$ cat src/hw/rtl/mtk_pkg.sv
// Shared types, constants and character table for the multi-tap text entry block.
package mtk_pkg;

  typedef enum logic [2:0] {
    KIND_PASS     = 3'd0,
    KIND_CONSUMED = 3'd1,
    KIND_WRITTEN  = 3'd2,
    KIND_TEXT     = 3'd3,
    KIND_CANCEL   = 3'd4
  } kind_e;

  typedef enum logic [2:0] {
    CFG_REPEAT_TIMEOUT = 3'd0,
    CFG_DIGIT_ZERO     = 3'd1,
    CFG_MODE_TOGGLE    = 3'd2,
    CFG_FINISH         = 3'd3,
    CFG_CANCEL         = 3'd4
  } cfg_reg_e;

  typedef enum logic [2:0] {
    ST_IDLE,
    ST_DECODE,
    ST_APPLY,
    ST_READ,
    ST_EMIT
  } state_e;

  localparam int unsigned CodeW = 14;
  localparam int unsigned CfgW  = 16;
  localparam int unsigned NumKeys = 11;
  localparam int unsigned LastTap = 4;

  localparam logic [15:0]      ResetTimeout = 16'd1000;
  localparam logic [CodeW-1:0] ResetDigitZero = 14'd16;
  localparam logic [CodeW-1:0] ResetToggle = 14'd32;
  localparam logic [CodeW-1:0] ResetFinish = 14'd53;
  localparam logic [CodeW-1:0] ResetCancel = 14'd54;

  typedef struct packed {
    logic             operation;
    logic [CodeW-1:0] key_code;
    logic [31:0]      now_ms;
    logic             start_numeric;
  } mtk_in_t;

  typedef struct packed {
    kind_e            kind;
    logic [CodeW-1:0] code_out;
    logic [4:0]       position;
    logic [7:0]       character;
    logic             numeric_now;
    logic             last;
  } mtk_out_t;

  typedef struct packed {
    logic load_in;
    logic decode;
    logic apply;
    logic walk_start;
    logic walk_read;
    logic emit;
  } ctrl_cmd_t;

  typedef struct packed {
    logic is_finish;
    logic slot_free;
    logic walk_last;
  } ctrl_sts_t;

  // Row of one key, entry 0 in the low byte.
  function automatic logic [39:0] key_row(input logic [3:0] key);
    logic [39:0] row;
    case (key)
      4'd0:    row = {"0", ";", ":", ",", "."};
      4'd1:    row = {8'd0, 8'd0, "1", " ", "-"};
      4'd2:    row = {8'd0, "2", "c", "b", "a"};
      4'd3:    row = {8'd0, "3", "f", "e", "d"};
      4'd4:    row = {8'd0, "4", "i", "h", "g"};
      4'd5:    row = {8'd0, "5", "l", "k", "j"};
      4'd6:    row = {8'd0, "6", "o", "n", "m"};
      4'd7:    row = {"7", "s", "r", "q", "p"};
      4'd8:    row = {8'd0, "8", "v", "u", "t"};
      4'd9:    row = {"9", "z", "y", "x", "w"};
      4'd10:   row = {8'd0, 8'd0, 8'd0, 8'd0, "-"};
      default: row = '0;
    endcase
    return row;
  endfunction

  function automatic logic [7:0] key_entry(input logic [3:0] key, input logic [2:0] tap);
    logic [39:0] row;
    logic [7:0]  ch;
    row = key_row(key);
    case (tap)
      3'd0:    ch = row[7:0];
      3'd1:    ch = row[15:8];
      3'd2:    ch = row[23:16];
      3'd3:    ch = row[31:24];
      3'd4:    ch = row[39:32];
      default: ch = 8'd0;
    endcase
    return ch;
  endfunction

  // Last nonzero entry of a key's row.
  function automatic logic [7:0] num_entry(input logic [3:0] key);
    logic [39:0] row;
    logic [7:0]  ch;
    row = key_row(key);
    if (row[39:32] != 8'd0)      ch = row[39:32];
    else if (row[31:24] != 8'd0) ch = row[31:24];
    else if (row[23:16] != 8'd0) ch = row[23:16];
    else if (row[15:8] != 8'd0)  ch = row[15:8];
    else                         ch = row[7:0];
    return ch;
  endfunction

endpackage

$ cat src/hw/rtl/mtk_if.sv
// Valid/ready channel interfaces for input items and result items.
interface mtk_in_if;
  logic            valid;
  logic            ready;
  mtk_pkg::mtk_in_t data;
  modport source (output valid, output data, input ready);
  modport sink (input valid, input data, output ready);
endinterface

interface mtk_out_if;
  logic             valid;
  logic             ready;
  mtk_pkg::mtk_out_t data;
  modport source (output valid, output data, input ready);
  modport sink (input valid, input data, output ready);
endinterface

$ cat src/hw/rtl/mtk_ctrl.sv
// Controller state machine: sequences decode, apply and the finish text walk.
module mtk_ctrl (
  input  logic               clk_i,
  input  logic               rst_ni,
  input  logic               in_valid_i,
  output logic               in_ready_o,
  input  mtk_pkg::ctrl_sts_t sts_i,
  output mtk_pkg::ctrl_cmd_t cmd_o
);

  mtk_pkg::state_e state_q, state_d;

  always_ff @(posedge clk_i or negedge rst_ni) begin
    if (!rst_ni) begin
      state_q <= mtk_pkg::ST_IDLE;
    end else begin
      state_q <= state_d;
    end
  end

  always_comb begin
    state_d    = state_q;
    in_ready_o = 1'b0;
    cmd_o      = '0;
    case (state_q)
      mtk_pkg::ST_IDLE: begin
        in_ready_o = 1'b1;
        if (in_valid_i) begin
          cmd_o.load_in = 1'b1;
          state_d       = mtk_pkg::ST_DECODE;
        end
      end
      mtk_pkg::ST_DECODE: begin
        cmd_o.decode = 1'b1;
        state_d      = mtk_pkg::ST_APPLY;
      end
      mtk_pkg::ST_APPLY: begin
        if (sts_i.is_finish) begin
          cmd_o.walk_start = 1'b1;
          state_d          = mtk_pkg::ST_READ;
        end else if (sts_i.slot_free) begin
          cmd_o.apply = 1'b1;
          state_d     = mtk_pkg::ST_IDLE;
        end
      end
      mtk_pkg::ST_READ: begin
        cmd_o.walk_read = 1'b1;
        state_d         = mtk_pkg::ST_EMIT;
      end
      mtk_pkg::ST_EMIT: begin
        // hold until the output register can take the character
        if (sts_i.slot_free) begin
          cmd_o.emit = 1'b1;
          state_d    = sts_i.walk_last ? mtk_pkg::ST_IDLE : mtk_pkg::ST_READ;
        end
      end
      default: state_d = mtk_pkg::ST_IDLE;
    endcase
  end

endmodule

$ cat src/hw/rtl/mtk_dp.sv
// Datapath: configuration, entry state, text memory and output register.
module mtk_dp #(
  parameter int unsigned TEXT_CHARS = 20
) (
  input  logic                        clk_i,
  input  logic                        rst_ni,
  input  logic                        cfg_we_i,
  input  logic [2:0]                  cfg_idx_i,
  input  logic [mtk_pkg::CfgW-1:0]    cfg_data_i,
  input  mtk_pkg::mtk_in_t            in_data_i,
  input  mtk_pkg::ctrl_cmd_t          cmd_i,
  output mtk_pkg::ctrl_sts_t          sts_o,
  output logic                        out_valid_o,
  output mtk_pkg::mtk_out_t           out_data_o,
  input  logic                        out_ready_i
);

  localparam int unsigned AW = (TEXT_CHARS > 1) ? $clog2(TEXT_CHARS) : 1;
  localparam int unsigned CW = $clog2(TEXT_CHARS + 1);
  localparam int unsigned CodeW = mtk_pkg::CodeW;

  typedef enum logic [2:0] {
    CLS_START,
    CLS_PASS,
    CLS_TOGGLE,
    CLS_CANCEL,
    CLS_FINISH,
    CLS_IGNORE,
    CLS_DIGIT
  } cls_e;

  logic [15:0]      timeout_q;
  logic [CodeW-1:0] dzero_q, toggle_q, finish_q, cancel_q;

  mtk_pkg::mtk_in_t in_q;
  logic              active_q, mode_q;
  logic [CW-1:0]     cs_q;
  logic [2:0]        tap_q;
  logic [CodeW-1:0]  prev_code_q;
  logic [31:0]       prev_time_q;
  logic [TEXT_CHARS-1:0] valid_q;
  logic [7:0]        mem [TEXT_CHARS];
  logic [7:0]        rd_q;
  logic [AW-1:0]     idx_q;

  cls_e              cls_q, cls_d;
  logic [3:0]        key_q;
  logic              rpt_q;

  logic              out_valid_q;
  mtk_pkg::mtk_out_t out_q, out_d;

  // Configuration writes
  always_ff @(posedge clk_i or negedge rst_ni) begin
    if (!rst_ni) begin
      timeout_q <= mtk_pkg::ResetTimeout;
      dzero_q   <= mtk_pkg::ResetDigitZero;
      toggle_q  <= mtk_pkg::ResetToggle;
      finish_q  <= mtk_pkg::ResetFinish;
      cancel_q  <= mtk_pkg::ResetCancel;
    end else if (cfg_we_i) begin
      case (cfg_idx_i)
        mtk_pkg::CFG_REPEAT_TIMEOUT: timeout_q <= cfg_data_i;
        mtk_pkg::CFG_DIGIT_ZERO:     dzero_q   <= cfg_data_i[CodeW-1:0];
        mtk_pkg::CFG_MODE_TOGGLE:    toggle_q  <= cfg_data_i[CodeW-1:0];
        mtk_pkg::CFG_FINISH:         finish_q  <= cfg_data_i[CodeW-1:0];
        mtk_pkg::CFG_CANCEL:         cancel_q  <= cfg_data_i[CodeW-1:0];
        default: ;
      endcase
    end
  end

  // Decode stage
  logic [CodeW-1:0] key_diff;
  logic [31:0]      elapsed;
  logic             rpt_d;

  always_comb begin
    key_diff = in_q.key_code - dzero_q;
    elapsed  = in_q.now_ms - prev_time_q;
    rpt_d    = (elapsed <= {16'd0, timeout_q}) && (in_q.key_code == prev_code_q);
    if (!in_q.operation)                          cls_d = CLS_START;
    else if (!active_q)                           cls_d = CLS_PASS;
    else if (in_q.key_code == toggle_q)           cls_d = CLS_TOGGLE;
    else if (in_q.key_code == cancel_q)           cls_d = CLS_CANCEL;
    else if (in_q.key_code == finish_q)           cls_d = CLS_FINISH;
    else if (in_q.key_code == '0)                 cls_d = CLS_IGNORE;
    else if (key_diff > CodeW'(mtk_pkg::NumKeys - 1)) cls_d = CLS_IGNORE;
    else                                          cls_d = CLS_DIGIT;
  end

  always_ff @(posedge clk_i) begin
    if (cmd_i.load_in) in_q <= in_data_i;
    if (cmd_i.decode) begin
      key_q <= key_diff[3:0];
      rpt_q <= rpt_d;
    end
  end

  always_ff @(posedge clk_i or negedge rst_ni) begin
    if (!rst_ni) begin
      cls_q <= CLS_IGNORE;
    end else if (cmd_i.decode) begin
      cls_q <= cls_d;
    end
  end

  // Digit write path
  logic [2:0]    tap_inc, tap_cap, tap_d;
  logic [7:0]    wr_char;
  logic [CW-1:0] cs_inc, cs_d, pos_cs;
  logic [AW-1:0] wr_addr;

  always_comb begin
    tap_inc = rpt_q ? tap_q + 3'd1 : 3'd0;
    tap_cap = (tap_inc > 3'(mtk_pkg::LastTap)) ? 3'd0 : tap_inc;
    tap_d   = (mtk_pkg::key_entry(key_q, tap_cap) == 8'd0) ? 3'd0 : tap_cap;
    wr_char = mode_q ? mtk_pkg::num_entry(key_q) : mtk_pkg::key_entry(key_q, tap_d);
    cs_inc  = (!rpt_q && (cs_q < CW'(TEXT_CHARS))) ? cs_q + CW'(1) : cs_q;
    cs_d    = (cs_inc == '0) ? CW'(1) : cs_inc;
    pos_cs  = cs_d - CW'(1);
    wr_addr = pos_cs[AW-1:0];
  end

  logic digit_we, clear_all;
  assign digit_we  = cmd_i.apply && (cls_q == CLS_DIGIT);
  assign clear_all = (cmd_i.apply && (cls_q == CLS_CANCEL)) || (cmd_i.emit && sts_o.walk_last);

  // Text memory: one write port, one registered read port
  always_ff @(posedge clk_i) begin
    if (digit_we) mem[wr_addr] <= wr_char;
    if (cmd_i.walk_read) rd_q <= mem[idx_q];
  end

  // Entry state
  always_ff @(posedge clk_i or negedge rst_ni) begin
    if (!rst_ni) begin
      active_q    <= 1'b0;
      mode_q      <= 1'b0;
      cs_q        <= '0;
      tap_q       <= '0;
      prev_code_q <= '0;
      prev_time_q <= '0;
      valid_q     <= '0;
      idx_q       <= '0;
    end else begin
      if (cmd_i.apply) begin
        case (cls_q)
          CLS_START: begin
            active_q <= 1'b1;
            mode_q   <= in_q.start_numeric;
            cs_q     <= '0;
          end
          CLS_TOGGLE: mode_q <= ~mode_q;
          CLS_DIGIT: begin
            cs_q             <= cs_d;
            tap_q            <= tap_d;
            prev_code_q      <= mode_q ? '0 : in_q.key_code;
            prev_time_q      <= in_q.now_ms;
            valid_q[wr_addr] <= 1'b1;
          end
          default: ;
        endcase
      end
      if (cmd_i.walk_start) idx_q <= '0;
      if (cmd_i.emit && !sts_o.walk_last) idx_q <= idx_q + AW'(1);
      // close the session and drop the text
      if (clear_all) begin
        active_q <= 1'b0;
        cs_q     <= '0;
        valid_q  <= '0;
      end
    end
  end

  // Walk status
  logic [31:0] idx32, pos32;
  logic        idx_end;

  always_comb begin
    idx32   = 32'(idx_q);
    pos32   = 32'(pos_cs);
    idx_end = (idx32 == 32'(TEXT_CHARS - 1));
    sts_o.is_finish = (cls_q == CLS_FINISH);
    sts_o.slot_free = !out_valid_q || out_ready_i;
    sts_o.walk_last = !valid_q[idx_q] || idx_end || !valid_q[idx_q + AW'(1)];
  end

  // Result assembly
  always_comb begin
    out_d             = '0;
    out_d.numeric_now = mode_q;
    out_d.last        = 1'b1;
    out_d.kind        = mtk_pkg::KIND_CONSUMED;
    if (cmd_i.emit) begin
      out_d.kind      = mtk_pkg::KIND_TEXT;
      out_d.position  = idx32[4:0];
      out_d.character = valid_q[idx_q] ? rd_q : 8'd0;
      out_d.last      = sts_o.walk_last;
    end else begin
      case (cls_q)
        CLS_START:  out_d.numeric_now = in_q.start_numeric;
        CLS_PASS: begin
          out_d.kind     = mtk_pkg::KIND_PASS;
          out_d.code_out = in_q.key_code;
        end
        CLS_TOGGLE: out_d.numeric_now = ~mode_q;
        CLS_CANCEL: out_d.kind = mtk_pkg::KIND_CANCEL;
        CLS_DIGIT: begin
          out_d.kind      = mtk_pkg::KIND_WRITTEN;
          out_d.position  = pos32[4:0];
          out_d.character = wr_char;
        end
        default: ;
      endcase
    end
  end

  always_ff @(posedge clk_i or negedge rst_ni) begin
    if (!rst_ni) begin
      out_valid_q <= 1'b0;
    end else if (cmd_i.apply || cmd_i.emit) begin
      out_valid_q <= 1'b1;
    end else if (out_ready_i) begin
      out_valid_q <= 1'b0;
    end
  end

  always_ff @(posedge clk_i) begin
    if (cmd_i.apply || cmd_i.emit) out_q <= out_d;
  end

  assign out_valid_o = out_valid_q;
  assign out_data_o  = out_q;

endmodule

$ cat src/hw/rtl/multitap_keypad_text_entry.sv
// Multi-tap text entry from remote-control key codes. A start item opens a session; key items
// pass through outside a session, and inside one toggle mode, write characters from the keypad
// table, cancel, finish, or are ignored. Every item other than finish goes through accept, decode
// and apply before its result is in the output register, and apply waits while that register is
// full, so a new item is taken only after the previous one is applied. Finish emits the stored text
// one character at a time (at least one), each read through the single registered read port of
// the text memory, and no new item is taken until the last character is emitted.
// The text store has a valid bit per position that reset, finish and cancel clear at once.
// A new item is accepted while the previous result still waits in the output register.
module multitap_keypad_text_entry #(
  parameter int unsigned TEXT_CHARS = 20
) (
  input  logic                     clk_i,
  input  logic                     rst_ni,
  input  logic                     cfg_we_i,
  input  logic [2:0]               cfg_idx_i,
  input  logic [mtk_pkg::CfgW-1:0] cfg_data_i,
  mtk_in_if.sink                   in_i,
  mtk_out_if.source                out_o
);

  mtk_pkg::ctrl_cmd_t cmd;
  mtk_pkg::ctrl_sts_t sts;

  mtk_ctrl u_ctrl (
    .clk_i      (clk_i),
    .rst_ni     (rst_ni),
    .in_valid_i (in_i.valid),
    .in_ready_o (in_i.ready),
    .sts_i      (sts),
    .cmd_o      (cmd)
  );

  mtk_dp #(
    .TEXT_CHARS (TEXT_CHARS)
  ) u_dp (
    .clk_i       (clk_i),
    .rst_ni      (rst_ni),
    .cfg_we_i    (cfg_we_i),
    .cfg_idx_i   (cfg_idx_i),
    .cfg_data_i  (cfg_data_i),
    .in_data_i   (in_i.data),
    .cmd_i       (cmd),
    .sts_o       (sts),
    .out_valid_o (out_o.valid),
    .out_data_o  (out_o.data),
    .out_ready_i (out_o.ready)
  );

  // Commands are exclusive
  assert property (@(posedge clk_i) disable iff (!rst_ni)
    $onehot0({cmd.load_in, cmd.decode, cmd.apply, cmd.walk_start, cmd.walk_read, cmd.emit}))
    else $error("controller issued more than one command");

  // No result is loaded over one that has not been taken
  assert property (@(posedge clk_i) disable iff (!rst_ni)
    (cmd.apply || cmd.emit) |-> sts.slot_free)
    else $error("output register overwritten");

  // An accepted item blocks the input until it is done
  assert property (@(posedge clk_i) disable iff (!rst_ni)
    (in_i.valid && in_i.ready) |=> !in_i.ready)
    else $error("input accepted while an item is in progress");

  // Emitted and written positions stay inside the text
  assert property (@(posedge clk_i) disable iff (!rst_ni)
    out_o.valid |-> (32'(out_o.data.position) < 32'(TEXT_CHARS)) || (TEXT_CHARS > 32))
    else $error("position beyond text length");

endmodule
$ cat src/flat_wrapper.sv
// flat-port wrapper written by rule: the top's interface ports become plain ports
module multitap_keypad_text_entry_flat 
#(
  parameter int unsigned TEXT_CHARS = 20
)
  (clk_i, rst_ni, cfg_we_i, cfg_idx_i, cfg_data_i, in_i_valid, in_i_data, in_i_ready, out_o_valid, out_o_data, out_o_ready);
  mtk_in_if in_i_i ();
  mtk_out_if out_o_i ();
  input  logic clk_i;
  input  logic rst_ni;
  input  logic cfg_we_i;
  input  logic [2:0] cfg_idx_i;
  input  logic [mtk_pkg::CfgW-1:0] cfg_data_i;
  input wire logic [$bits(in_i_i.valid)-1:0] in_i_valid;
  input wire logic [$bits(in_i_i.data)-1:0] in_i_data;
  output wire logic [$bits(in_i_i.ready)-1:0] in_i_ready;
  output wire logic [$bits(out_o_i.valid)-1:0] out_o_valid;
  output wire logic [$bits(out_o_i.data)-1:0] out_o_data;
  input wire logic [$bits(out_o_i.ready)-1:0] out_o_ready;
  assign in_i_i.valid = in_i_valid;
  assign in_i_i.data = in_i_data;
  assign in_i_ready = in_i_i.ready;
  assign out_o_valid = out_o_i.valid;
  assign out_o_data = out_o_i.data;
  assign out_o_i.ready = out_o_ready;
  multitap_keypad_text_entry #(.TEXT_CHARS(TEXT_CHARS)) u_core (.clk_i(clk_i), .rst_ni(rst_ni), .cfg_we_i(cfg_we_i), .cfg_idx_i(cfg_idx_i), .cfg_data_i(cfg_data_i), .in_i(in_i_i), .out_o(out_o_i));
endmodule
$ cat config.mk
export PLATFORM = sky130hd
export DESIGN_NAME = multitap_keypad_text_entry_flat
export DESIGN_NICKNAME = d
export VERILOG_FILES = /design/src/hw/rtl/mtk_pkg.sv /design/src/hw/rtl/mtk_if.sv /design/src/hw/rtl/mtk_ctrl.sv /design/src/hw/rtl/mtk_dp.sv /design/src/hw/rtl/multitap_keypad_text_entry.sv /design/src/flat_wrapper.sv
export SDC_FILE = /design/constraint.sdc
export NUM_CORES = 1
export LEC_CHECK = 0
export BUFFER_PORTS_ARGS = -buffer_cell sky130_fd_sc_hd__buf_2
export CAP_MARGIN = 25
export CELL_PAD_IN_SITES_DETAIL_PLACEMENT = 0
export CELL_PAD_IN_SITES_GLOBAL_PLACEMENT = 1
export CORE_ASPECT_RATIO = 0.7
export CORE_UTILIZATION = 35
export CTS_CLUSTER_DIAMETER = 80
export DETAILED_ROUTE_END_ITERATION = 12
export PLACE_DENSITY_LB_ADDON = 0.15
export SLEW_MARGIN = 20
export SYNTH_ARGS = -nofsm -noshare
export SYNTH_HDL_FRONTEND = slang
export SYNTH_HIERARCHICAL = 1
export SYNTH_SLANG_ARGS = --single-unit
$ cat constraint.sdc
create_clock -name clk_i -period 4.04 [get_ports clk_i]
set_input_delay 0.202 -clock clk_i [delete_from_list [all_inputs] [get_ports clk_i]]
set_output_delay 0.202 -clock clk_i [all_outputs]
set_load 0.005 [all_outputs]
---- Word-level counts from Yosys, hierarchy flattened ----
Memory sizes are Yosys's and may differ from the RTL's. A register that Yosys moved wholly into a read port is not among the register bits.
Index checks and enable logic that the tools add are counted.
cells by class
  magnitude comparators ................... 8
  equality and inequality tests ........... 29
  reductions and logical operators ........ 46
  mux-type cells .......................... 66
  bitwise gates (word level) .............. 3
  $add $sub $neg .......................... 6
operators with widths
  operator                                                                          number
  8-bit case mux with 5 select lines                                                2
  20-bit 2-to-1 mux                                                                 3
  14-bit equality test                                                              4
  8-bit 2-to-1 mux                                                                  6
  3-bit 2-to-1 mux                                                                  11
  32-bit by 16-bit <= comparator with 1-bit output                                  1
  8-bit nonzero test                                                                4
  32-bit subtractor                                                                 1
  3-bit by 2-bit equality test with 1-bit output, second input constant             10
  5-bit 2-to-1 mux                                                                  6
  13-bit 2-to-1 mux                                                                 2
  1-bit 2-to-1 mux                                                                  20
  20-bit OR                                                                         1
  3-bit equality test, second input constant                                        6
  5-bit by 6-bit < comparator with 1-bit output, second input constant              3
  2-bit AND reduction                                                               9
  3-bit by 1-bit equality test with 1-bit output, second input constant             5
  3-bit logical NOT                                                                 5
  3-bit case mux with 5 select lines                                                1
  14-bit by 4-bit greater-than comparator with 1-bit output, second input constant  1
  14-bit logical NOT                                                                1
  14-bit 2-to-1 mux                                                                 1
  14-bit subtractor                                                                 1
  4-bit 2-to-1 mux                                                                  3
  other kinds (26)                                                                  51
storage, ports and cells
  ROM bits ................................ 1632
  input bits .............................. 72
  RAM bits ................................ 160
  output and inout port bits .............. 34
  bits in registers ....................... 245
  logic and storage cells ................. 190
  memories ................................ 4
memory list
  memory           depth  width  rd ports  clocked after Yosys merged registers in  wr ports  line           source
  (no name shown)  16     34     1         1                                        0         mtk_pkg.sv:73  case (key)
  (no name shown)  16     34     1         1                                        0         mtk_pkg.sv:73
  (no name shown)  16     34     1         1                                        0         mtk_pkg.sv:73
  u_core.u_dp.mem  20     8      1         1                                        1         mtk_dp.sv:42   logic [7:0] mem [TEXT_CHARS];

---- Depth between registers and ports, before layout ----
Gate-level depths: netlist of run 1.
  word-level depth ........................ 14
  mapped depth ............................ 21

---- Modules after synthesis ----
Netlist of run 1, hierarchy kept.
by module, submodules not included
  module    sequential area each (µm²)  cells each  instances  area each (µm²)
  mtk_dp    11388.4                     1672        1          20223.1
  mtk_ctrl  75.1                        26          1          225.2

---- Worst setup path before layout of run 1 ----
Ideal clock, no wire load.
  path kind ............................... register to register
  start point ............................. register u_core/u_dp/in_q[1] in the netlist's numbering
  end point ............................... register u_core.u_dp.rpt_q (data pin)
  setup slack ............................. 0.064 ns
  stages on the path, launching flop included .. 19
  data required time ...................... 3.850 ns
  library setup time ...................... 0.190 ns
  data arrival time ....................... 3.786 ns
  cell sequence ........................... edfxtp_1 inv_1 ha_1 inv_1 fa_1 a211oi_1 o21bai_1 a211oi_2 nor2b_1 a41oi_1 xnor2_1 ha_1 nand4_1 nor4_1 a21oi_1 nor4_2 nand4_1 a2111o_1 a2111oi_2
between the ends
  cells in the longest elaborated chain, start to end .. 3
ends and longest elaborated chain
  element                                           line          source
  start: declaration                                mtk_dp.sv:35  mtk_pkg::mtk_in_t in_q;
  start signal: assignment                          mtk_dp.sv:93  if (cmd_i.load_in) in_q <= in_data_i;
  32-bit subtractor                                 mtk_dp.sv:80  elapsed = in_q.now_ms - prev_time_q;
  32-bit by 16-bit <= comparator with 1-bit output  mtk_dp.sv:81  rpt_d = (elapsed <= {16'd0, timeout_q}) && (in_q.key_code == prev_code_q);
  1-bit logical AND                                 mtk_dp.sv:81
  via u_core.u_dp.rpt_d                             mtk_dp.sv:76  logic rpt_d;
  end signal: assignment                            mtk_dp.sv:96  rpt_q <= rpt_d;
  end: declaration                                  mtk_dp.sv:48  logic rpt_q;
The timed path passes the listed nets, and every way through them passes these cells.
A chain may end at the register's enable or synchronous reset.

---- Worst setup path in the final report of run 1 ----
  start point ............................. register u_core/u_dp/in_q[3] in the netlist's numbering
  end point ............................... register u_core.u_dp.rpt_q (data pin)
Same word-level chain as after synthesis.

==> impl_results.rst, run 1 <==
.. list-table::
   :header-rows: 1

   * - Metric
     - Value
   * - Hold Path End
     - u_core/u_dp/out_valid_o
   * - Number of instances in the synthesized netlist
     - ~1700
   * - Worst stage delay on the critical path
     - approximately 0.40 ns
   * - Library cell with the largest summed area after synthesis
     - sky130_fd_sc_hd__edfxtp_1
   * - Total congestion overflow
     - 0
   * - CP Capture Type
     - register
   * - Minimum clock period after layout
     - between 3 and 4 ns
   * - Overall fraction of global-route tracks in use
     - approximately a fifth
   * - CP Buf/Inv Count
     - 1
   * - Number of placement rows
     - 73
   * - Maximum number of pins on one net before global-route repair
     - 107
   * - Clock tree from TritonCTS
     - built
   * - Number of port buffers
     - between 100 and 150
   * - Hold_ws
     - 0.0835 ns
   * - Post-synth EDFFs
     - roughly 230
   * - Hold Path Class
     - primary input to register
   * - Fin util
     - a little over two fifths
   * - Reg2reg setup slack
     - roughly 0.042 ns
   * - Syn Area/Cell
     - ~12 um^2
   * - Full die area
     - a little under 60000 um^2
   * - Total number of H-tree levels
     - 2
   * - Worst reg2reg startpoint
     - u_core/u_dp/in_q[3]
   * - Area growth syn-to-layout
     - 19.9%
   * - Sequential element share of the synthesized area
     - roughly 56%
   * - Max Fclk
     - between 0.2 and 0.3 GHz
   * - Pre-antenna DRT Iters
     - 5
   * - Initial drt markers
     - about 1000
   * - Initial cell density of the core
     - 35.7%
   * - Pwr per Cell Area
     - 601 nW/um^2
   * - Detail Placement HPWL
     - a little under 40 mm
   * - CTS Buf Count
     - 45
   * - Worst-path fanout max
     - 3
   * - Diode insertion count for antenna repair
     - 0
   * - Antenna viol nets, final
     - 0
   * - Final setup TNS
     - 0 ns
   * - Clk sink count
     - roughly 420
   * - Share of flip-flops with an asynchronous set or reset
     - between 30% and 40%
   * - Share of Yosys cell area claimed by the top area cell type
     - 33.9%
   * - Family of cells with the greatest summed delay on the critical path
     - compound AO/OA/AOI/OAI gates
   * - Global-route wire length before repair
     - 84.9 mm
   * - Startpoint-to-endpoint class of the critical path
     - register to register
   * - CP Data Required Time
     - 4.44 ns
   * - Cells along the critical path
     - ha_1, o21ai_0, a21oi_1, o22ai_2, nor2_1, nor2_1, o21a_1, buf_4, xnor2_1, ha_1, nand4_1, nor4_4, nor3_2, nor4_2, nand4_1, a2111o_1, a2111oi_4
   * - Library cell used as clock root buffer
     - sky130_fd_sc_hd__clkbuf_16
   * - DR vias
     - between 10000 and 15000
   * - Worst Clk Skew
     - between 0.02 and 0.03 ns
   * - Final Setup Violations
     - 0
   * - Dpl cells
     - 2555
   * - Worst supply voltage drop on vdd
     - between 0.3 and 0.4 mV
   * - WL final
     - between 50 and 60 mm
   * - Drt drc
     - 0
   * - Measured slew at the worst slew-check pin
     - between 0.9 and 1 ns
   * - Routed len/inst
     - about 20 um
   * - Post-synth cell types
     - 87
   * - Leakage
     - ~9.7 nW
   * - Clock transition at the register clock pins on the worst setup and hold paths after CTS
     - roughly 0.06 ns
   * - Fraction of final layout cells with drive strength greater than 1
     - a little under a quarter
   * - Clock Tree Buf Depth
     - 3
   * - X dimension of the die
     - 291 um
   * - Flop and latch count out of synthesis
     - ~420
   * - Routability Congestion
     - about 0.86
   * - Antenna violations before repair
     - 0
   * - Sort of element at the start of the critical path
     - register
   * - Worst-case headroom to the max-slew limit
     - a little under two fifths
   * - Warning count from the yosys run
     - 6
   * - Launch point of the worst hold path
     - out_o_ready
   * - Most instantiated flip-flop cell in the synthesis netlist
     - sky130_fd_sc_hd__edfxtp_1
   * - Vert. Die Dim
     - 204 um
   * - Critical register-to-register path endpoint
     - u_core/u_dp/rpt_q
   * - Depth of the most critical reg-to-reg path
     - 17
   * - Hold-critical path depth
     - 3
   * - Area of the mapped netlist
     - between 20000 and 25000 um^2
   * - Later-pin clock latency in the skew report
     - between 0.5 and 0.6 ns
   * - Final-report max-slew violation count
     - 0
   * - Cell types with the largest area share after synthesis
     - sky130_fd_sc_hd__edfxtp_1 34%, sky130_fd_sc_hd__dfrtp_1 17%, sky130_fd_sc_hd__mux4_2 5.7%
   * - Number of global-route vias before repair
     - 13900
   * - Area of the core
     - about 57000 um^2
   * - Share of the clock period used by the worst path after layout
     - between 90% and 100%
   * - Worst EP arrival
     - 4.39 ns
   * - Library cell contributing the largest single delay on the critical path
     - sky130_fd_sc_hd__edfxtp_1
   * - Non-filler instance count after layout
     - between 2000 and 3000
   * - Run status
     - finished clean
   * - I/O pin count
     - 106
   * - Avg Vias per Cell
     - between 5 and 6
   * - Final hold violations
     - 0
   * - RSZ-0062 raised after global routing
     - yes
   * - Max-cap check violation count
     - 0
   * - Nets in the synthesized netlist
     - approximately 1800
   * - Number of nets in the final layout
     - between 2000 and 2500
==> synthesized netlist by cell type, types with 17 or more instances <==
| cell | number |
|---|---|
| sky130_fd_sc_hd__dfstp_2 | 18 |
| sky130_fd_sc_hd__nor4_1 | 20 |
| sky130_fd_sc_hd__mux2i_1 | 18 |
| sky130_fd_sc_hd__mux4_2 | 52 |
| sky130_fd_sc_hd__o22ai_1 | 18 |
| sky130_fd_sc_hd__and2_1 | 17 |
| sky130_fd_sc_hd__nand4_1 | 18 |
| sky130_fd_sc_hd__o21ai_0 | 125 |
| sky130_fd_sc_hd__a21oi_1 | 68 |
| sky130_fd_sc_hd__nand2_1 | 163 |
| sky130_fd_sc_hd__dfxtp_1 | 25 |
| sky130_fd_sc_hd__mux2_2 | 59 |
| sky130_fd_sc_hd__dfrtp_1 | 142 |
| sky130_fd_sc_hd__nand3_1 | 28 |
| sky130_fd_sc_hd__xnor2_1 | 52 |
| sky130_fd_sc_hd__edfxtp_1 | 231 |
| sky130_fd_sc_hd__inv_1 | 96 |
| sky130_fd_sc_hd__a21o_1 | 20 |
| sky130_fd_sc_hd__ha_1 | 73 |
| sky130_fd_sc_hd__xor2_1 | 41 |
| sky130_fd_sc_hd__nor3_1 | 25 |
| sky130_fd_sc_hd__clkbuf_1 | 63 |
| sky130_fd_sc_hd__nor2_1 | 96 |
==> placed cells by master, fill, tap and decap left out, types with 9 or more instances in the layout <==
cell type                       synthesis  final
sky130_fd_sc_hd__a22oi_1               10     10
sky130_fd_sc_hd__dfstp_2               18     18
sky130_fd_sc_hd__and2_1                17     16
sky130_fd_sc_hd__o21a_1                11     11
sky130_fd_sc_hd__o21ai_0              125    125
sky130_fd_sc_hd__nor2b_1               13     12
sky130_fd_sc_hd__buf_2                  8    103
sky130_fd_sc_hd__dfxtp_1               25     25
sky130_fd_sc_hd__o21bai_1              10      9
sky130_fd_sc_hd__nor4_1                20     19
sky130_fd_sc_hd__mux2_2                59     59
sky130_fd_sc_hd__a21oi_1               68     67
sky130_fd_sc_hd__xor2_1                41     41
sky130_fd_sc_hd__buf_4                  3     86
sky130_fd_sc_hd__o22ai_1               18     16
sky130_fd_sc_hd__mux2i_1               18     18
sky130_fd_sc_hd__ha_1                  73     73
sky130_fd_sc_hd__a22o_1                10     10
sky130_fd_sc_hd__edfxtp_1             231    231
sky130_fd_sc_hd__nor3_1                25     23
sky130_fd_sc_hd__clkbuf_16              0     46
sky130_fd_sc_hd__nor2_1                96     96
sky130_fd_sc_hd__nand4_1               18     18
sky130_fd_sc_hd__inv_1                 96     95
sky130_fd_sc_hd__a21o_1                20     20
sky130_fd_sc_hd__dlygate4sd3_1          0     66
sky130_fd_sc_hd__dfrtp_1              142    141
sky130_fd_sc_hd__xnor2_1               52     52
sky130_fd_sc_hd__nand3_1               28     28
sky130_fd_sc_hd__nand2b_1              13     13
sky130_fd_sc_hd__nand2_1              163    163
sky130_fd_sc_hd__mux4_2                52     52
==> tightest hold or removal path: cells and delay by family <==
kind	cells	cell delay, ns
buffers and inverters	1	0.07
AND/OR/NAND/NOR	2	0.35
==> cell families (layout without fill, tap and decap cells) <==
family	after synthesis	in the layout	synth area share, %
multiplexers	130	130	9.91
adder cells (fa/ha/maj)	75	75	4.66
XOR/XNOR	94	94	4.06
buffers and inverters	183	440	3.80
other	1	1	0.0183
flip-flops	416	416	56.1
AND/OR/NAND/NOR	439	439	10.2
AO/OA/AOI/OAI	360	360	11.3
==> power by group <==
part           total (mW)  internal (mW)  switching [mW]
combinational        4.42           1.79            2.62
clock                4.25           2.48            1.77
sequential           6.06           5.57           0.488
total                14.7           9.85            4.88
==> sequential cells by signal (all words and copies together) (netlist names), 7 cells and up, named ones only <==
name	flops
u_core/u_dp/finish_q	14
u_core/u_dp/in_q	48
u_core/u_dp/out_data_o	31
u_core/u_dp/rd_q	7
u_core/u_dp/cancel_q	14
u_core/u_dp/valid_q	20
u_core/u_dp/prev_time_q	32
u_core/u_dp/mem	140
u_core/u_dp/timeout_q	16
u_core/u_dp/dzero_q	14
u_core/u_dp/toggle_q	14
u_core/u_dp/prev_code_q	14
==> layer usage <==
metal  vias to the layer above  track usage (%)  wire length, um
li1                       6668                -                -
met1                      6965             30.1            29500
met2                       316             25.9            21800
met3                        54             2.61             2370
met4                         0             4.01              799
met5                         -                0                0
==> cell type report <==
| cell class | instances | area, um^2 |
|---|---|---|
| Multi-Input combinational cell | 1099 | 8320 |
| Timing Repair Buffer | 260 | 1920 |
| Tap cell | 750 | 938 |
| Clock inverter | 25 | 297 |
| Sequential cell | 416 | 11500 |
| Clock buffer | 56 | 1220 |
| Fill cell | 5341 | 32700 |
| Inverter | 99 | 372 |
==> metrics by stage <==
stage,power [mW],instance area (um^2),worst slack [ns]
final,14.7,24500,0.0415
after global routing,15.6,24500,-0.327
after CTS,14.9,24500,0.0306
after detailed placement,10.5,22300,-0.257
after global placement,10.4,22300,-0.220
after floorplan,8.82,20400,0.0640
==> timing repair <==
action | CTS | global route
hold buffers | 66 | 0
pin swaps | 8 | 1
hold endpoints to repair | 209 | 0
buffers inserted | 2 | 0
resized for setup | 8 | 3
gates cloned | 0 | 0
setup endpoints to repair | 1 | 3
==> worst max path at each step <==
stage	start	endpoint	slack [ns]	depth (start not counted)
floorplan	u_core/u_dp/in_q[1]	u_core/u_dp/rpt_q	0.06	18
global placement	u_core/u_dp/in_q[1]	u_core/u_dp/rpt_q	-0.22	18
detailed placement	u_core/u_dp/in_q[1]	u_core/u_dp/rpt_q	-0.26	18
CTS	u_core/u_dp/in_q[1]	u_core/u_dp/rpt_q	0.03	20
global route	u_core/u_dp/in_q[1]	u_core/u_dp/rpt_q	-0.33	20
finish	u_core/u_dp/in_q[3]	u_core/u_dp/rpt_q	0.04	17
Power figures use the tool's default switching activity.
==> run 2: changes to the inputs <==
CELL_PAD_IN_SITES_DETAIL_PLACEMENT = not set   (was 0)
CELL_PAD_IN_SITES_GLOBAL_PLACEMENT = not set   (was 1)
==> run 2 against run 1 <==
  * Register-to-register slack gained 0.12 ns
  * Routed wire length shrank 1.1%
  * Largest cell class unchanged
  * Clock skew grew 0.014 ns
  * Combinational power is essentially flat
  * Cell count is essentially flat
  * Sequential power is essentially flat
  * Critical endpoint unchanged
  * First-iteration DRC count grew 8.4%
  * Clock power shrank 6.4%
==> impl_results.rst, run 2 (synthesized netlist as in run 1, its figures left out) <==
.. list-table::
   :header-rows: 1

   * - Metric
     - Value
   * - Global-route wire length before repair
     - 83.7 mm (-1.4%)
   * - Clock tree from TritonCTS
     - built
   * - Routability Congestion
     - 0.856 (about the same)
   * - Pre-antenna DRT Iters
     - 5 (unchanged)
   * - Commonest cells after routing, fill and taps aside
     - 231 x sky130_fd_sc_hd__edfxtp_1, 163 x sky130_fd_sc_hd__nand2_1, 141 x sky130_fd_sc_hd__dfrtp_1
   * - Non-filler instance count after layout
     - 2704 (-0.037%)
   * - WL final
     - 53.9 mm (-1.1%)
   * - I/O pin count
     - 106 (unchanged)
   * - Hold Path Class
     - primary input to register
   * - Total power of the final layout
     - 14.4 mW (-2.3%)
   * - Number of flip-flops in the largest register
     - 140 (unchanged)
   * - Pwr per Cell Area
     - 590 nW/um^2 (-1.8%)
   * - Number of nets in the final layout
     - 2066 (-0.097%)
   * - Startpoint-to-endpoint class of the critical path
     - register to register
   * - Measured slew at the worst slew-check pin
     - 0.919 ns (-0.0305 ns)
   * - Initial cell density of the core
     - 35.7% (unchanged)
   * - Clk sink count
     - 416 (unchanged)
   * - Fin util
     - 42.6% (-0.21 points)
   * - Worst EP arrival
     - 4.27 ns (-0.12 ns)
   * - Fraction of final layout cells with drive strength greater than 1
     - 22.2% (-0.45 points)
   * - Final hold violations
     - 0 (unchanged)
   * - Number of global-route vias before repair
     - 13900 (+0.11%)
   * - RSZ-0062 raised after global routing
     - yes
   * - CP Buf/Inv Count
     - 2 (+1)
   * - Total number of H-tree levels
     - 2 (unchanged)
   * - Worst supply voltage drop on vdd
     - 0.393 mV (+8.6%)
   * - Antenna violations before repair
     - 0 (unchanged)
   * - Hold_ws
     - 0.228 ns (+0.145 ns)
   * - Worst stage delay on the critical path
     - 0.38 ns (-0.02 ns)
   * - Clock transition at the register clock pins on the worst setup and hold paths after CTS
     - 0.07 ns (about the same)
   * - Worst-case headroom to the max-slew limit
     - 38.8% (+2.0 points)
   * - CP Data Required Time
     - 4.44 ns (about the same)
   * - Maximum number of pins on one net before global-route repair
     - 81 (-24%)
   * - Run status
     - finished clean
   * - Area of the core
     - 57300 um^2 (unchanged)
   * - Drt drc
     - 0 (unchanged)
   * - Initial drt markers
     - 1108 (+8.4%)
   * - Area growth syn-to-layout
     - 19.4%
   * - Largest registers
     - u_core/u_dp/mem x140, u_core/u_dp/in_q x48, u_core/u_dp/prev_time_q x32
   * - Dpl cells
     - 2555 (unchanged)
   * - Worst-path fanout max
     - 3 (unchanged)
   * - X dimension of the die
     - 291 um (unchanged)
   * - Later-pin clock latency in the skew report
     - 0.59 ns (about the same)
   * - Final-report max-slew violation count
     - 0 (unchanged)
   * - Avg Vias per Cell
     - 5.20 (+0.37%)
   * - Minimum clock period after layout
     - 3.88 ns (-0.122 ns)
   * - Detail Placement HPWL
     - 37.9 mm (-2.0%)
   * - Share of the clock period used by the worst path after layout
     - 95.9% (-3.0 points)
   * - Final Setup Violations
     - 0 (unchanged)
   * - Library cell contributing the largest single delay on the critical path
     - sky130_fd_sc_hd__edfxtp_1
   * - Post-CTS setup buffer count
     - 0 (-2)
   * - Number of placement rows
     - 73 (unchanged)
   * - CTS Buf Count
     - 45 (unchanged)
   * - Vert. Die Dim
     - 204 um (unchanged)
   * - Clock Tree Buf Depth
     - 3 (unchanged)
   * - Overall fraction of global-route tracks in use
     - 18.3% (-0.31 points)
   * - Antenna viol nets, final
     - 0 (unchanged)
   * - Number of port buffers
     - 104 (unchanged)
   * - Full die area
     - 59400 um^2 (unchanged)
   * - Sort of element at the start of the critical path
     - register
   * - Cells along the critical path
     - inv_2, ha_4, inv_2, fa_2, a211oi_2, o21bai_2, a21oi_1, o21bai_1, a21oi_1, xnor2_1, ha_1, nand4_1, nor4_2, nor3_1, nor4_2, nand4_1, a2111o_1, a2111oi_4
   * - DR vias
     - 14100 (+0.34%)
   * - Largest reg by FF count
     - u_core/u_dp/mem
   * - CP Capture Type
     - register
   * - Max Fclk
     - 0.258 GHz (+3.2%)
   * - Family of cells with the greatest summed delay on the critical path
     - compound AO/OA/AOI/OAI gates
   * - Total congestion overflow
     - 0 (unchanged)
   * - Library cell used as clock root buffer
     - sky130_fd_sc_hd__clkbuf_16
   * - Diode insertion count for antenna repair
     - 0 (unchanged)
   * - Leakage
     - 9.61 nW (-0.74%)
   * - Worst Clk Skew
     - 0.0436 ns (+0.0137 ns)
   * - Max-cap check violation count
     - 0 (unchanged)
   * - Routed len/inst
     - 19.9 um (-1.1%)
   * - Commonest non-fill, non-tap cell in the layout
     - sky130_fd_sc_hd__edfxtp_1
run 2: final cells by class:
class / instances / area [um^2]
Clock buffer: 68 / 1290
Clock inverter: 14 / 123
Fill cell: 5312 / 32900
Inverter: 99 / 372
Multi-Input combinational cell: 1099 / 8330
Sequential cell: 416 / 11500
Tap cell: 750 / 938
Timing Repair Buffer: 258 / 1890
run 2: where the power goes:
part / switching (mW) / internal, mW / total (mW)
logic: 2.64 / 1.75 / 4.39
registers: 0.454 / 5.57 / 6.03
clock network: 1.70 / 2.28 / 3.98
total: 4.79 / 9.61 / 14.4
run 2: metal layers:
layer  wire [um]  share of wire, %  global-route usage (%)  vias to the layer above
li1            -                 -                       -                     6665
met1       27700                51                    28.7                     6977
met2       22100                41                    25.9                      338
met3        3160               5.9                    3.48                       70
met4         879               1.6                    4.01                        0
met5           0                 0                       0                        -
run 2: per-stage QoR:
| step | area, um^2 | TNS, ns | setup WS (ns) |
|---|---|---|---|
| detailed placement | 22300 | -0.294 | -0.294 |
| CTS | 24400 | 0 | 0.00337 |
| finish | 24400 | 0 | 0.164 |
| floorplan | 20400 | 0 | 0.0640 |
| global route | 24400 | -0.136 | -0.136 |
| global placement | 22200 | -0.204 | -0.204 |
run 2: timing repair:
action                     4_1_cts  5_1_grt
setup endpoints to repair        1        8
gates resized for setup          6       10
pin swaps                       10        3
hold endpoints to repair       178        0
hold buffers                    67        0
run 2: worst paths after layout:
| check | start | endpoint | slack (ns) | cells past startpoint |
|---|---|---|---|---|
| max | u_core/u_dp/in_q[1] | u_core/u_dp/rpt_q | 0.16 | 18 |
| max in group asynchronous | rst_ni | u_core/u_dp/idx_q[0] | 2.76 | 3 |
| min | cfg_idx_i[0] | u_core/u_dp/timeout_q[6] | 0.23 | 5 |
| min reg2reg | u_core/u_dp/in_q[6] | u_core/u_dp/prev_time_q[5] | 0.49 | 2 |
| max reg2reg | u_core/u_dp/in_q[1] | u_core/u_dp/rpt_q | 0.16 | 18 |
| min in group asynchronous | rst_ni | u_core/u_dp/prev_time_q[8] | 0.25 | 2 |
run 2: worst register-to-register path: cells and delay by family (launching register included):
family	cells	cell delay [ns]
DFF	1	0.38
buffers and inverters	2	0.13
adders and majority gates	3	0.77
AOI/OAI and AO/OA	7	1.35
xor gates and xnor gates	1	0.10
and+or+nand+nor	5	0.98
==> run 3: changes to the inputs <==
BUFFER_PORTS_ARGS = -buffer_cell sky130_fd_sc_hd__clkbuf_2   (was -buffer_cell sky130_fd_sc_hd__buf_2)
==> run 3 against run 2 <==
  * Total power up 2.2%
  * Hold slack about the same
  * Design area is 0.43% higher
  * Critical path depth grew 2
  * Clock skew down 0.010 ns
==> impl_results.rst, run 3 (synthesized netlist as in run 1, its figures left out) <==
.. list-table::
   :header-rows: 1

   * - Metric
     - Value
   * - Final hold violations
     - 0 (unchanged)
   * - Vert. Die Dim
     - 204 um (unchanged)
   * - Number of flip-flops in the largest register
     - 140 (unchanged)
   * - Startpoint-to-endpoint class of the critical path
     - register to register
   * - Total power of the final layout
     - 14.7 mW (+2.2%)
   * - Dpl cells
     - 2552 (-0.12%)
   * - Library cell used as clock root buffer
     - sky130_fd_sc_hd__clkbuf_16
   * - Area growth syn-to-layout
     - 19.9%
   * - Worst EP arrival
     - 4.37 ns (+0.10 ns)
   * - Clk sink count
     - 416 (unchanged)
   * - Maximum number of pins on one net before global-route repair
     - 97 (+20%)
   * - Hold Path End
     - u_core/u_dp/dzero_q[4]
   * - Largest reg by FF count
     - u_core/u_dp/mem
   * - Overall fraction of global-route tracks in use
     - 18.4% (+0.035 points)
   * - Depth of the most critical reg-to-reg path
     - 20 (+2)
   * - Max Fclk
     - 0.251 GHz (-2.9%)
   * - Final-report max-slew violation count
     - 0 (unchanged)
   * - Share of power burned in registers
     - 40.9% (-1.0 points)
   * - Number of port buffers
     - 104 (unchanged)
   * - Sw power
     - 4.82 mW (+0.72%)
   * - Worst-case headroom to the max-slew limit
     - 33.5% (-5.2 points)
   * - Pre-antenna DRT Iters
     - 6 (+1)
   * - Area of the multi-input gates
     - 8320 um^2 (about the same)
   * - Internal portion of total power
     - 9.89 mW (+3.0%)
   * - Worst supply voltage drop on vdd
     - 0.317 mV (-19%)
   * - Clock tree from TritonCTS
     - built
   * - Measured slew at the worst slew-check pin
     - 0.997 ns (+0.0786 ns)
   * - Part of the power in combinational logic
     - 29.6% (-0.9 points)
   * - Clock Tree Buf Depth
     - 3 (unchanged)
   * - CP Capture Type
     - register
   * - Max-cap check violation count
     - 0 (unchanged)
   * - CTS Buf Count
     - 45 (unchanged)
   * - Total number of H-tree levels
     - 2 (unchanged)
   * - I/O pin count
     - 106 (unchanged)
   * - Run status
     - finished clean
   * - Hold-critical path depth
     - 5 (unchanged)
   * - Final-layout fill cell count
     - 5248 (-1.2%)
   * - Minimum clock period after layout
     - 3.99 ns (+0.116 ns)
   * - Hold Path Class
     - primary input to register
   * - Reg2reg setup slack
     - 0.05 ns (-0.12 ns)
   * - Number of global-route vias before repair
     - 14100 (+1.3%)
   * - Clock Power Share
     - 29.5% (+1.9 points)
   * - Worst Clk Skew
     - 0.0332 ns (-0.0104 ns)
   * - Largest registers
     - u_core/u_dp/mem x140, u_core/u_dp/in_q x48, u_core/u_dp/prev_time_q x32
   * - RSZ-0062 raised after global routing
     - yes
   * - Global-route wire length before repair
     - 84.0 mm (+0.45%)
   * - Initial cell density of the core
     - 35.7% (unchanged)
   * - Detail Placement HPWL
     - 37.2 mm (-1.9%)
   * - Share of the clock period used by the worst path after layout
     - 98.8% (+2.9 points)
   * - Antenna viol nets, final
     - 0 (unchanged)
   * - Clock transition at the register clock pins on the worst setup and hold paths after CTS
     - 0.06 ns (about the same)
   * - Area of the core
     - 57300 um^2 (unchanged)
   * - Number of placement rows
     - 73 (unchanged)
   * - Antenna violations before repair
     - 1 (+1)
   * - Routability Congestion
     - 0.869 (+1.6%)
   * - Final Setup Violations
     - 0 (unchanged)
   * - Commonest cells after routing, fill and taps aside
     - 231 x sky130_fd_sc_hd__edfxtp_1, 163 x sky130_fd_sc_hd__nand2_1, 141 x sky130_fd_sc_hd__dfrtp_1
   * - Final setup TNS
     - 0 ns (unchanged)
   * - Critical register-to-register path endpoint
     - u_core/u_dp/rpt_q
   * - Worst reg2reg startpoint
     - u_core/u_dp/in_q[1]
   * - Number of nets in the final layout
     - 2064 (-0.097%)
   * - DR vias
     - 14100 (+0.064%)
   * - Full die area
     - 59400 um^2 (unchanged)
   * - Switching share of power
     - 32.8% (-0.49 points)
   * - Leakage
     - 9.69 nW (+0.77%)
   * - Avg Vias per Cell
     - 5.20 (about the same)
   * - Area of all sequential standard cells
     - 11500 um^2 (unchanged)
   * - Launch point of the worst hold path
     - cfg_idx_i[2]
   * - Drt drc
     - 0 (unchanged)
   * - Pwr per Cell Area
     - 600 nW/um^2 (+1.8%)
   * - Fraction of final layout cells with drive strength greater than 1
     - 22.5% (+0.31 points)
   * - Sort of element at the start of the critical path
     - register
   * - Commonest non-fill, non-tap cell in the layout
     - sky130_fd_sc_hd__edfxtp_1
   * - Non-filler instance count after layout
     - 2705 (+0.037%)
   * - Worst-path fanout max
     - 3 (unchanged)
   * - Routed len/inst
     - 19.7 um (-1.3%)
   * - Total congestion overflow
     - 0 (unchanged)
   * - CP Data Required Time
     - 4.41 ns (-0.03 ns)
   * - WL final
     - 53.2 mm (-1.3%)
   * - Initial drt markers
     - 1009 (-8.9%)
   * - Later-pin clock latency in the skew report
     - 0.59 ns (about the same)
   * - X dimension of the die
     - 291 um (unchanged)
run 3: cell types whose count changed in the layout (fill, tap and decap cells not counted), sizes merged:
cell      change
buf         -105
clkbuf       +90
clkinv        +7
bufinv        +6
clkinvlp      +3
diode         +1
inv           -1
run 3: metrics by stage:
stage                     hold WS, ns  area (um^2)  util [%]  setup WS, ns
after floorplan               -0.0936        20400         -        0.0640
final                           0.228        24500      42.8        0.0480
after global placement          0.362        22200      38.8        -0.226
after CTS                       0.191        24500      42.8       0.00206
after detailed placement        0.355        22200      38.8        -0.323
after global routing            0.251        24500      42.8        -0.312
run 3: routing by layer:
metal | vias to the layer above | track usage (%) | share of wire, %
met4 | 0 | 4.69 | 1.7
met1 | 6967 | 28.5 | 51
met5 | - | 0 | 0
li1 | 6661 | - | -
met2 | 362 | 26.3 | 41
met3 | 69 | 3.03 | 5.4
run 3: area by class of cell:
| class | instances | area share, % |
|---|---|---|
| multi-input cells | 1099 | 34.0 |
| clock buffers | 55 | 4.92 |
| flip-flops and latches | 416 | 46.8 |
| clock inverters | 29 | 1.44 |
| repair buffers | 256 | 7.54 |
| inverters | 99 | 1.53 |
| well taps | 750 | 3.83 |
| diodes | 1 | 0.0102 |
run 3: how the worst max path moves through the flow:
stage	start	to	slack, ns	cells after the start
after global routing	u_core/u_dp/in_q[1]	u_core/u_dp/rpt_q	-0.31	20
after global placement	u_core/u_dp/in_q[1]	u_core/u_dp/rpt_q	-0.23	18
final	u_core/u_dp/in_q[1]	u_core/u_dp/rpt_q	0.05	20
after detailed placement	u_core/u_dp/in_q[1]	u_core/u_dp/rpt_q	-0.32	18
after floorplan	u_core/u_dp/in_q[1]	u_core/u_dp/rpt_q	0.06	18
after CTS	u_core/u_dp/in_q[1]	u_core/u_dp/rpt_q	0.002	20
run 3: what timing repair did:
action                                  in CTS  in global routing
hold endpoints to repair                   186                  0
setup buffers                                1                  0
cloned                                       0                  0
endpoints found under the setup margin       1                  8
hold buffers                                67                  0
gates resized for setup                     10                  3
pin swaps                                   12                  0
run 3: worst max-delay path, stage by stage, from the launching register on:
cell                        delay, ns
sky130_fd_sc_hd__edfxtp_1        0.36
sky130_fd_sc_hd__inv_1           0.08
sky130_fd_sc_hd__ha_2            0.19
sky130_fd_sc_hd__inv_2           0.04
sky130_fd_sc_hd__fa_2            0.35
sky130_fd_sc_hd__a211oi_2        0.25
sky130_fd_sc_hd__o21bai_2        0.11
sky130_fd_sc_hd__a211oi_2        0.26
sky130_fd_sc_hd__nor2b_1         0.11
sky130_fd_sc_hd__nor2_1          0.09
sky130_fd_sc_hd__nor2_1          0.04
sky130_fd_sc_hd__nor2_1          0.12
sky130_fd_sc_hd__xnor2_1         0.09
sky130_fd_sc_hd__ha_1            0.28
sky130_fd_sc_hd__nand4_1         0.18
sky130_fd_sc_hd__nor4_4          0.22
sky130_fd_sc_hd__nor3_2          0.09
sky130_fd_sc_hd__nor4_2          0.25
sky130_fd_sc_hd__nand4_1         0.13
sky130_fd_sc_hd__a2111o_1        0.34
sky130_fd_sc_hd__a2111oi_4       0.20
run 3: power groups by stage:
stage	logic (mW)	clock network, mW	registers (mW)
2_1_floorplan	2.92	0	5.90
3_3_place_gp	4.23	0	6.09
3_5_place_dp	4.28	0	6.09
4_1_cts	4.37	4.48	6.02
5_1_grt	4.84	4.65	6.10
6_report	4.35	4.35	6.02
